[src/sv/bsc_pkg.sv]
package bsc_pkg;

   localparam int unsigned ByteWidth = 8;
   localparam int unsigned CsrIndexWidth = 3;

   typedef logic [CsrIndexWidth-1:0] csr_index_type;

   localparam csr_index_type CSR_MODE         = 3'd0;
   localparam csr_index_type CSR_START_VALUE  = 3'd1;
   localparam csr_index_type CSR_ESCAPE_VALUE = 3'd2;
   localparam csr_index_type CSR_START_CODE   = 3'd3;
   localparam csr_index_type CSR_ESCAPE_CODE  = 3'd4;

   typedef enum logic {
      MODE_ENCODE = 1'b0,
      MODE_DECODE = 1'b1
   } mode_type;

   typedef struct packed {
      mode_type             mode;
      logic [ByteWidth-1:0] start_value;
      logic [ByteWidth-1:0] escape_value;
      logic [ByteWidth-1:0] start_code;
      logic [ByteWidth-1:0] escape_code;
   } cfg_type;

   typedef struct packed {
      logic [1:0]           count;
      logic [ByteWidth-1:0] first;
      logic [ByteWidth-1:0] second;
      logic                 pending;
   } step_type;

   typedef struct packed {
      logic                 pair;
      logic [ByteWidth-1:0] first;
      logic [ByteWidth-1:0] second;
      logic                 last;
   } entry_type;

endpackage

[src/sv/bsc_step.sv]
module bsc_step
   import bsc_pkg::*;
(
   input  logic [ByteWidth-1:0] in_byte,
   input  logic                 in_last,
   input  logic                 pending,
   input  cfg_type              cfg,
   output step_type             step
);

   always_comb begin
      step.count   = 2'd1;
      step.first   = in_byte;
      step.second  = in_byte;
      step.pending = 1'b0;
      if (cfg.mode == MODE_ENCODE) begin
         if (in_byte == cfg.start_value) begin
            step.count  = 2'd2;
            step.first  = cfg.escape_value;
            step.second = cfg.start_code;
         end else if (in_byte == cfg.escape_value) begin
            step.count  = 2'd2;
            step.first  = cfg.escape_value;
            step.second = cfg.escape_code;
         end
      end else if (pending) begin
         if (in_byte == cfg.start_code) begin
            step.first = cfg.start_value;
         end else if (in_byte == cfg.escape_code) begin
            step.first = cfg.escape_value;
         end else if (in_byte == cfg.escape_value) begin
            step.first  = cfg.escape_value;
            step.second = cfg.escape_value;
            if (in_last) begin
               step.count = 2'd2;
            end else begin
               step.pending = 1'b1;
            end
         end else begin
            step.count = 2'd2;
            step.first = cfg.escape_value;
         end
      end else if (in_byte == cfg.escape_value && !in_last) begin
         step.count   = 2'd0;
         step.pending = 1'b1;
      end
   end

endmodule

[src/sv/byte_stuffing_codec.sv]
// Channel  Direction  Handshake            Payload
// req      in         req_valid/req_stall  req_in_byte, req_in_last
// rsp      out        rsp_valid/rsp_stall  rsp_out_byte, rsp_out_item_end, rsp_out_payload_end
// csr      in         csr_we               csr_index, csr_wdata
//
// One word per cycle on req while req_stall is low; a word that leaves a stuffed pair yields two rsp bytes.
// A word passes through the input register, then the two-entry result queue.
// The step unit between the input register and the queue sets how many bytes each word yields.
// Reset clears the input valid flag, queue pointers, count, half and escape flags, and sets the config to defaults.
// req_stall rises only when the input register holds a word and the queue is full.
module byte_stuffing_codec
   import bsc_pkg::*;
(
   input  logic                     clock,
   input  logic                     reset,
   input  logic                     req_valid,
   output logic                     req_stall,
   input  logic [ByteWidth-1:0]     req_in_byte,
   input  logic                     req_in_last,
   output logic                     rsp_valid,
   input  logic                     rsp_stall,
   output logic [ByteWidth-1:0]     rsp_out_byte,
   output logic                     rsp_out_item_end,
   output logic                     rsp_out_payload_end,
   input  logic                     csr_we,
   input  csr_index_type            csr_index,
   input  logic [ByteWidth-1:0]     csr_wdata
);

   cfg_type              cfg_ff;
   logic                 s1_valid_ff, s1_valid_in;
   logic [ByteWidth-1:0] s1_byte_ff;
   logic                 s1_last_ff;
   logic                 pending_ff, pending_in;
   entry_type            queue_ff [2];
   logic                 wr_ptr_ff, rd_ptr_ff, half_ff;
   logic [1:0]           count_ff, count_in;
   step_type             step;
   logic                 load, move, push, pop_entry, rsp_take;
   entry_type            head;

   always_ff @(posedge clock) begin
      if (reset) begin
         cfg_ff.mode         <= MODE_ENCODE;
         cfg_ff.start_value  <= 8'd126;
         cfg_ff.escape_value <= 8'd125;
         cfg_ff.start_code   <= 8'd94;
         cfg_ff.escape_code  <= 8'd93;
      end else if (csr_we) begin
         unique case (csr_index)
            CSR_MODE:         cfg_ff.mode         <= mode_type'(csr_wdata[0]);
            CSR_START_VALUE:  cfg_ff.start_value  <= csr_wdata;
            CSR_ESCAPE_VALUE: cfg_ff.escape_value <= csr_wdata;
            CSR_START_CODE:   cfg_ff.start_code   <= csr_wdata;
            CSR_ESCAPE_CODE:  cfg_ff.escape_code  <= csr_wdata;
            default: ;
         endcase
      end
   end

   bsc_step u_step (
      .in_byte (s1_byte_ff),
      .in_last (s1_last_ff),
      .pending (pending_ff),
      .cfg     (cfg_ff),
      .step    (step)
   );

   assign move      = s1_valid_ff && (step.count == 2'd0 || count_ff != 2'd2);
   assign push      = move && step.count != 2'd0;
   assign req_stall = s1_valid_ff && !move;
   assign load      = req_valid && !req_stall;
   assign s1_valid_in = load || (s1_valid_ff && !move);
   assign pending_in  = move ? step.pending : pending_ff;

   assign head                = queue_ff[rd_ptr_ff];
   assign rsp_valid           = count_ff != 2'd0;
   assign rsp_out_byte        = half_ff ? head.second : head.first;
   assign rsp_out_item_end    = half_ff || !head.pair;
   assign rsp_out_payload_end = rsp_out_item_end && head.last;
   assign rsp_take            = rsp_valid && !rsp_stall;
   assign pop_entry           = rsp_take && rsp_out_item_end;
   assign count_in            = count_ff + {1'b0, push} - {1'b0, pop_entry};

   always_ff @(posedge clock) begin
      if (reset) begin
         s1_valid_ff <= 1'b0;
         pending_ff  <= 1'b0;
         wr_ptr_ff   <= 1'b0;
         rd_ptr_ff   <= 1'b0;
         half_ff     <= 1'b0;
         count_ff    <= 2'd0;
      end else begin
         s1_valid_ff <= s1_valid_in;
         pending_ff  <= pending_in;
         count_ff    <= count_in;
         if (push) begin
            wr_ptr_ff <= !wr_ptr_ff;
         end
         if (pop_entry) begin
            rd_ptr_ff <= !rd_ptr_ff;
            half_ff   <= 1'b0;
         end else if (rsp_take) begin
            half_ff <= 1'b1;
         end
      end
   end

   always_ff @(posedge clock) begin
      if (load) begin
         s1_byte_ff <= req_in_byte;
         s1_last_ff <= req_in_last;
      end
      if (push) begin
         queue_ff[wr_ptr_ff].pair   <= step.count == 2'd2;
         queue_ff[wr_ptr_ff].first  <= step.first;
         queue_ff[wr_ptr_ff].second <= step.second;
         queue_ff[wr_ptr_ff].last   <= s1_last_ff;
      end
   end

endmodule
[config.mk]
export PLATFORM = sky130hd
export DESIGN_NAME = byte_stuffing_codec
export DESIGN_NICKNAME = d
export VERILOG_FILES = /design/src/sv/bsc_pkg.sv /design/src/sv/bsc_step.sv /design/src/sv/byte_stuffing_codec.sv
export SDC_FILE = /design/constraint.sdc
export NUM_CORES = 1
export LEC_CHECK = 0
export BUFFER_PORTS_ARGS = -buffer_cell sky130_fd_sc_hd__buf_2
export CAP_MARGIN = 20
export CORE_MARGIN = 2
export CORE_UTILIZATION = 40
export DETAILED_ROUTE_END_ITERATION = 12
export MAX_ROUTING_LAYER = met4
export PLACE_DENSITY = 0.62
export SLEW_MARGIN = 15
export SYNTH_ARGS = -nofsm -noshare
export SYNTH_HDL_FRONTEND = slang
export SYNTH_SLANG_ARGS = --single-unit
[constraint.sdc]
create_clock -name clock -period 2.9 [get_ports clock]
set_input_delay 0.58 -clock clock [delete_from_list [all_inputs] [get_ports clock]]
set_output_delay 0.58 -clock clock [all_outputs]
set_load 0.02 [all_outputs]
# Word level (Yosys, flattened, before mapping)

Memories as Yosys holds them, arrays and structs flattened. A register that Yosys moved wholly into a read port is not among the register bits.
Index checks and enable logic that the tools add are counted.
W data, S select, Z words.

Logic and storage cells: 78
Bits in writable memories: 36
Output and inout bits: 12
Bits in latches: 0
Memories kept: 1
Register bits: 49
Bits of input ports: 25
Memory bits (read-only): 0

Memory list:

| memory   | words | bits a word | read ports | clocked after Yosys merged registers in | write ports | RTL line                  | RTL |
|---|---|---|---|---|---|---|---|
| queue_ff | 2     | 18          | 1          | 1                                       | 1           | byte_stuffing_codec.sv:35 | `entry_type queue_ff [2];` |

Order comparisons: 0
Equal/unequal tests: 10
$mul: 0
Bitwise operators: 0
Add/subtract/negate cells: 2
Div/mod/pow operators: 0
Multiplexer cells: 24
Reduce and logical (&&, ||, !) cells: 28
Shift operators: 0

Operators by type and width:

| operator             | count |
|---|---|
| $mux W18             | 3 |
| $eq A8 B8 Y1         | 4 |
| $mux W9              | 3 |
| $mux W8              | 3 |
| $mux W16             | 1 |
| $mux W10             | 1 |
| $reduce_and A2 Y1    | 5 |
| $mux W1              | 9 |
| $logic_and A1 B1 Y1  | 8 |
| $mux W2              | 4 |
| $logic_not A1 Y1     | 7 |
| $eq A3 B2 Y1 const B | 2 |
| $reduce_bool A2 Y1   | 2 |
| $eq A3 B1 Y1 const B | 1 |
| $eq A3 B3 Y1 const B | 1 |
| $logic_not A3 Y1     | 1 |
| $logic_or A1 B1 Y1   | 3 |
| $add A2 B1 Y2        | 1 |
| $eq A2 B2 Y1 const B | 1 |
| $logic_not A2 Y1     | 1 |
| $ne A2 B2 Y1 const B | 1 |
| $reduce_or A2 Y1     | 1 |
| $sub A2 B1 Y2        | 1 |

# Depth between registers and ports, before layout

Depth in word-level cells: 14
Gate-level depth with buffers: 12
Gate-level depth less buffers: 10

# Modules after synthesis

Synthesis repeated with hierarchy kept, for this count alone.

Cells, all modules: 367
Area, all modules: 4131.5 µm²

Modules (own cells, without submodules):

| module              | cells an instance | instances | seq. area each (µm²) | area each (µm²) |
|---|---|---|---|---|
| byte_stuffing_codec | 242               | 1         | 2172.1               | 3183.1 |
| bsc_step            | 125               | 1         | 0.0                  | 948.4 |

# Least setup slack after synthesis

Ideal clock, no wire load.

Path kind: reg-to-reg
From: register s1_byte_ff[3]
To: memory queue_ff[0][0] (netlist name), enable pin
Arrival time: 2014 ps
Slack: 493 ps
Stages on the path, launching flop included: 8
Period minus slack after synthesis: 2407 ps
Buffers on the path: 2
Library setup time: 393 ps
Required time: 2507 ps
Cells stage by stage: edfxtp_1 > buf_4 > xor2_1 > nor4_2 > and2_1 > buf_6 > a21o_4 > nor2_1

Cells in the longest elaborated chain, start to end: 12
Elaborated cells on any way between the ends: 20
Those cells by class: 4 x eq/ne; 10 x mux; 6 x reduce/logical

RTL lines:

| item                            | RTL line                                       | RTL |
|---|---|---|
| start, declared                 | byte_stuffing_codec.sv:32                      | `logic [ByteWidth-1:0] s1_byte_ff;` |
| start signal, assigned          | byte_stuffing_codec.sv:111                     | `s1_byte_ff <= req_in_byte;` |
| $eq A8 B8 Y1                    | bsc_step.sv:21, bsc_step.sv:31, bsc_step.sv:43 |  |
| $mux W10                        | bsc_step.sv:31                                 | `end else if (in_byte == cfg.escape_value) begin` |
| $mux W2                         | bsc_step.sv:29                                 | `end else if (in_byte == cfg.escape_code) begin` |
| $mux W2                         | bsc_step.sv:27                                 | `if (in_byte == cfg.start_code) begin` |
| $mux W2                         | bsc_step.sv:26                                 | `end else if (pending) begin` |
| $mux W18 *                      | bsc_step.sv:16                                 | `if (cfg.mode == MODE_ENCODE) begin` |
| $logic_not A2 Y1                | byte_stuffing_codec.sv:69                      | `assign move = s1_valid_ff && (step.count == 2'd0 \|\| count_ff != 2'd2);` |
| $logic_or A1 B1 Y1              | byte_stuffing_codec.sv:69                      |  |
| $logic_and A1 B1 Y1             | byte_stuffing_codec.sv:69                      |  |
| $logic_and A1 B1 Y1 *           | byte_stuffing_codec.sv:70                      | `assign push = move && step.count != 2'd0;` |
| $mux W1 *                       | byte_stuffing_codec.sv:114                     | `if (push) begin` |
| $mux W1 (implied by the code) * | byte_stuffing_codec.sv:118                     | `queue_ff[wr_ptr_ff].last <= s1_last_ff;` |
| end, declared                   | byte_stuffing_codec.sv:35                      |  |

Every way passes the cells marked *; elsewhere a longest branch is shown, timed or not.

# Final worst setup path

From: register s1_byte_ff[5]
To: output req_stall

Cells in the longest elaborated chain, start to end: 11
Elaborated cells on any way between the ends: 18
Those cells by class: 4 x eq/ne; 8 x mux; 6 x reduce/logical

RTL lines:

| item                  | RTL line                                       | RTL |
|---|---|---|
| $eq A8 B8 Y1          | bsc_step.sv:21, bsc_step.sv:31, bsc_step.sv:43 |  |
| $mux W10              | bsc_step.sv:31                                 |  |
| $mux W2               | bsc_step.sv:29                                 |  |
| $mux W2               | bsc_step.sv:27                                 |  |
| $mux W2               | bsc_step.sv:26                                 |  |
| $mux W18 *            | bsc_step.sv:16                                 |  |
| $logic_not A2 Y1 *    | byte_stuffing_codec.sv:69                      |  |
| $logic_or A1 B1 Y1 *  | byte_stuffing_codec.sv:69                      |  |
| $logic_and A1 B1 Y1 * | byte_stuffing_codec.sv:69                      |  |
| $logic_not A1 Y1 *    | byte_stuffing_codec.sv:71                      | `assign req_stall = s1_valid_ff && !move;` |
| $logic_and A1 B1 Y1 * | byte_stuffing_codec.sv:71                      |  |
| end, declared         | byte_stuffing_codec.sv:17                      | `output logic req_stall,` |

Marked as above.

==> run metrics <==
Critical Path Start=s1_byte_ff[5]$_DFFE_PP_; fin. max-slew vios=0; Max stage delay on crit path=550 ps; synth top area cells=edfxtp_1 30%, dfxtp_1 18%, xor2_1 4.3%, mux4_2 4.1%, nand2b_1 3.4%; root buf cell=clkbuf_8; Syn Inst Count=403; CTS Buf Count=9; first-pass GRT wire length=16160 um; Setup Fix Bufs, Post-CTS=0; Unique masters post-synth=48; drt wl/cell=17.50 um; Fmax=399.8 MHz; Crit. End Element=primary output; crit-path cells=xor2_2 -> nor4_2 -> a31oi_1 -> buf_2; vias in the first global route=2998; Iteration-0 DRC Markers=228; Setup Crit Path Kind=reg2out; status=finished, final reports clean; hold violation count in the final report=0; WP data arrival=1920 ps; Hold Buf Count CTS=0; unrepaired setup endpoints after global routing=false; TritonCTS clock tree=done; FFs w/ async S/R, synth=0; most common cell in the netlist=edfxtp_1; crit path capture=req_stall; drt drc=0; gpl congestion=1.008; setup TNS=0 ps; Slowest cell on crit path=edfxtp_1; die area=11970 um2; critical path peak fanout=7; R2R Path Start=s1_byte_ff[5]$_DFFE_PP_; Yosys reg bits=86; Reg2Reg Depth=10; Post-Syn Area=4444 um2; GR Overflow Total=0; sequential area share after synthesis=0.4887; slew margin rel.=0.5319; Die W=109.4 um; Placement Rows=38; EDFF count, synth=45; Yosys top cell area share=0.3041; ant diodes=0; Die Span Y=109.4 um; clk sinks=86; crit share post-route=0.8625; Port Buffers=36; htree depth=3; layout cells sized above 1=0.2027; GRT Util Overall=0.1888; reg2reg setup slack=540 ps; Final HPWL DP=7491 um; clk buf depth=2; CP startpoint kind=flip-flop; area of the core=10840 um2; CTS resizes=0; Mapped Avg Cell Area=11.03 um2; commonest cells in the netlist=45 x edfxtp_1, 41 x dfxtp_1, 39 x nand2_1, 24 x nand2b_1, 23 x nor2b_1; dominant synthesized flop cell=edfxtp_1; final WL=10130 um; synthesized net count=430; via count=3042; fin area=4893 um2; post-route ant nets=0; maximum vdd drop=0.0002823 V; Synth-to-Final Area Change=10.11%; Max Cap Viol=0; worst hold path type=in2reg; area leader, netlist=edfxtp_1; min cycle time layout=2501 ps; io pins=37; Setup Skew=9.289 ps; Clk pin slew, worst setup/hold paths=80 ps; Levels on crit path=4; Initial Util=0.4100; required time worst endpoint=2320 ps; RR Endpoint=count_ff[1]$_SDFF_PP0_; Synthesis Warnings=0; cell family with most CP delay=flip-flops; initial antenna violation count=0; WP buf/inv=1; worst-margin pin slew=702.2 ps; Setup-failing EPs final=0; Clock Latency Late Sink=360 ps; Via-to-Cell Ratio=5.254; drt first pass iters=4; largest net degree at the start of global routing=43; Pleak=0.001818 uW; P per Cell Area=575.8 nW/um2; Post-DP Area=4706 um2; nets=461
-- worst min-delay path by stage --
stage / startpoint / to / cells after the start / slack (ps)
finish: req_in_byte[3] / s1_byte_ff[3]$_DFFE_PP_ / 1 / 390
global route: req_in_byte[1] / s1_byte_ff[1]$_DFFE_PP_ / 1 / 370
CTS: req_in_last / s1_last_ff$_DFFE_PP_ / 1 / 380
detailed placement: cfg_ff[15]$_SDFFE_PP0P_ / cfg_ff[15]$_SDFFE_PP0P_ / 2 / 490
global placement: cfg_ff[8]$_SDFFE_PP0P_ / cfg_ff[8]$_SDFFE_PP0P_ / 2 / 490
floorplan: cfg_ff[1]$_SDFFE_PP0P_ / cfg_ff[1]$_SDFFE_PP0P_ / 2 / 460
-- state kept, by name, summed over array words and instances, names as in the netlist, named ones only --
| signal | cells |
|---|---|
| s1_byte_ff | 8 |
| pending_ff | 1 |
| s1_last_ff | 1 |
| half_ff | 1 |
| queue_ff | 36 |
| s1_valid_ff | 1 |
| cfg_ff | 33 |
| wr_ptr_ff | 1 |
| rd_ptr_ff | 1 |
| count_ff | 2 |
-- layout by cell type (no fill, tap or decap), types with 10 or more instances in the layout --
cell | netlist | layout
dfxtp_1 | 41 | 41
nor2b_1 | 23 | 23
edfxtp_1 | 45 | 45
buf_4 | 3 | 12
nand2b_1 | 24 | 24
buf_2 | 5 | 36
nand2_1 | 39 | 39
nand3b_1 | 11 | 11
clkbuf_8 | 0 | 12
a31oi_1 | 10 | 10
mux2i_1 | 14 | 14
o21ai_0 | 10 | 10
a211o_1 | 12 | 12
inv_1 | 14 | 14
xor2_1 | 22 | 22
nor2_1 | 20 | 20
-- logic make-up after synthesis --
group | after synthesis | share of synthesized area
compound gates | 69 | 0.1118
xor+xnor | 35 | 0.08418
fa+ha+maj | 2 | 0.005630
buf+inv | 42 | 0.05321
flops | 86 | 0.4887
mux | 24 | 0.07714
simple gates | 145 | 0.1793
-- routing by layer --
metal  share of wire  GRT usage
met5               0          -
met4           0.027    0.09132
met3           0.037    0.02490
met2            0.45     0.2716
met1            0.48     0.2628
-- metrics by stage --
step / setup WS (ps) / std cells / util / total power [uW] / hold slack (ps)
after floorplan: 493.1 / 403 / - / 1891 / 461.1
final: 398.7 / 579 / 0.4514 / 2818 / 389.7
after global routing: 254.3 / 579 / 0.4514 / 2961 / 374.3
after global placement: 584.1 / 563 / 0.4341 / 2048 / 488.7
after detailed placement: 545.3 / 563 / 0.4341 / 2059 / 492.7
after CTS: 368.7 / 579 / 0.4514 / 2846 / 375.5
-- report_power, final --
part	switching, uW	internal [uW]	leakage (uW)	total (uW)
clock	414	381	0.0000994	795
combinational	313	248	0.000966	560
sequential	73.1	1390	0.000753	1460
-- final cells by class --
class | count | area, um2
Timing Repair Buffer | 48 | 270.3
Fill cell | 1016 | 5947
Sequential cell | 86 | 2172
Tap cell | 140 | 175.2
Clock inverter | 3 | 18.77
Clock buffer | 13 | 168.9
Inverter | 14 | 52.55
Multi-Input combinational cell | 275 | 2036
Note: power is estimated with default switching activity, not from simulation.
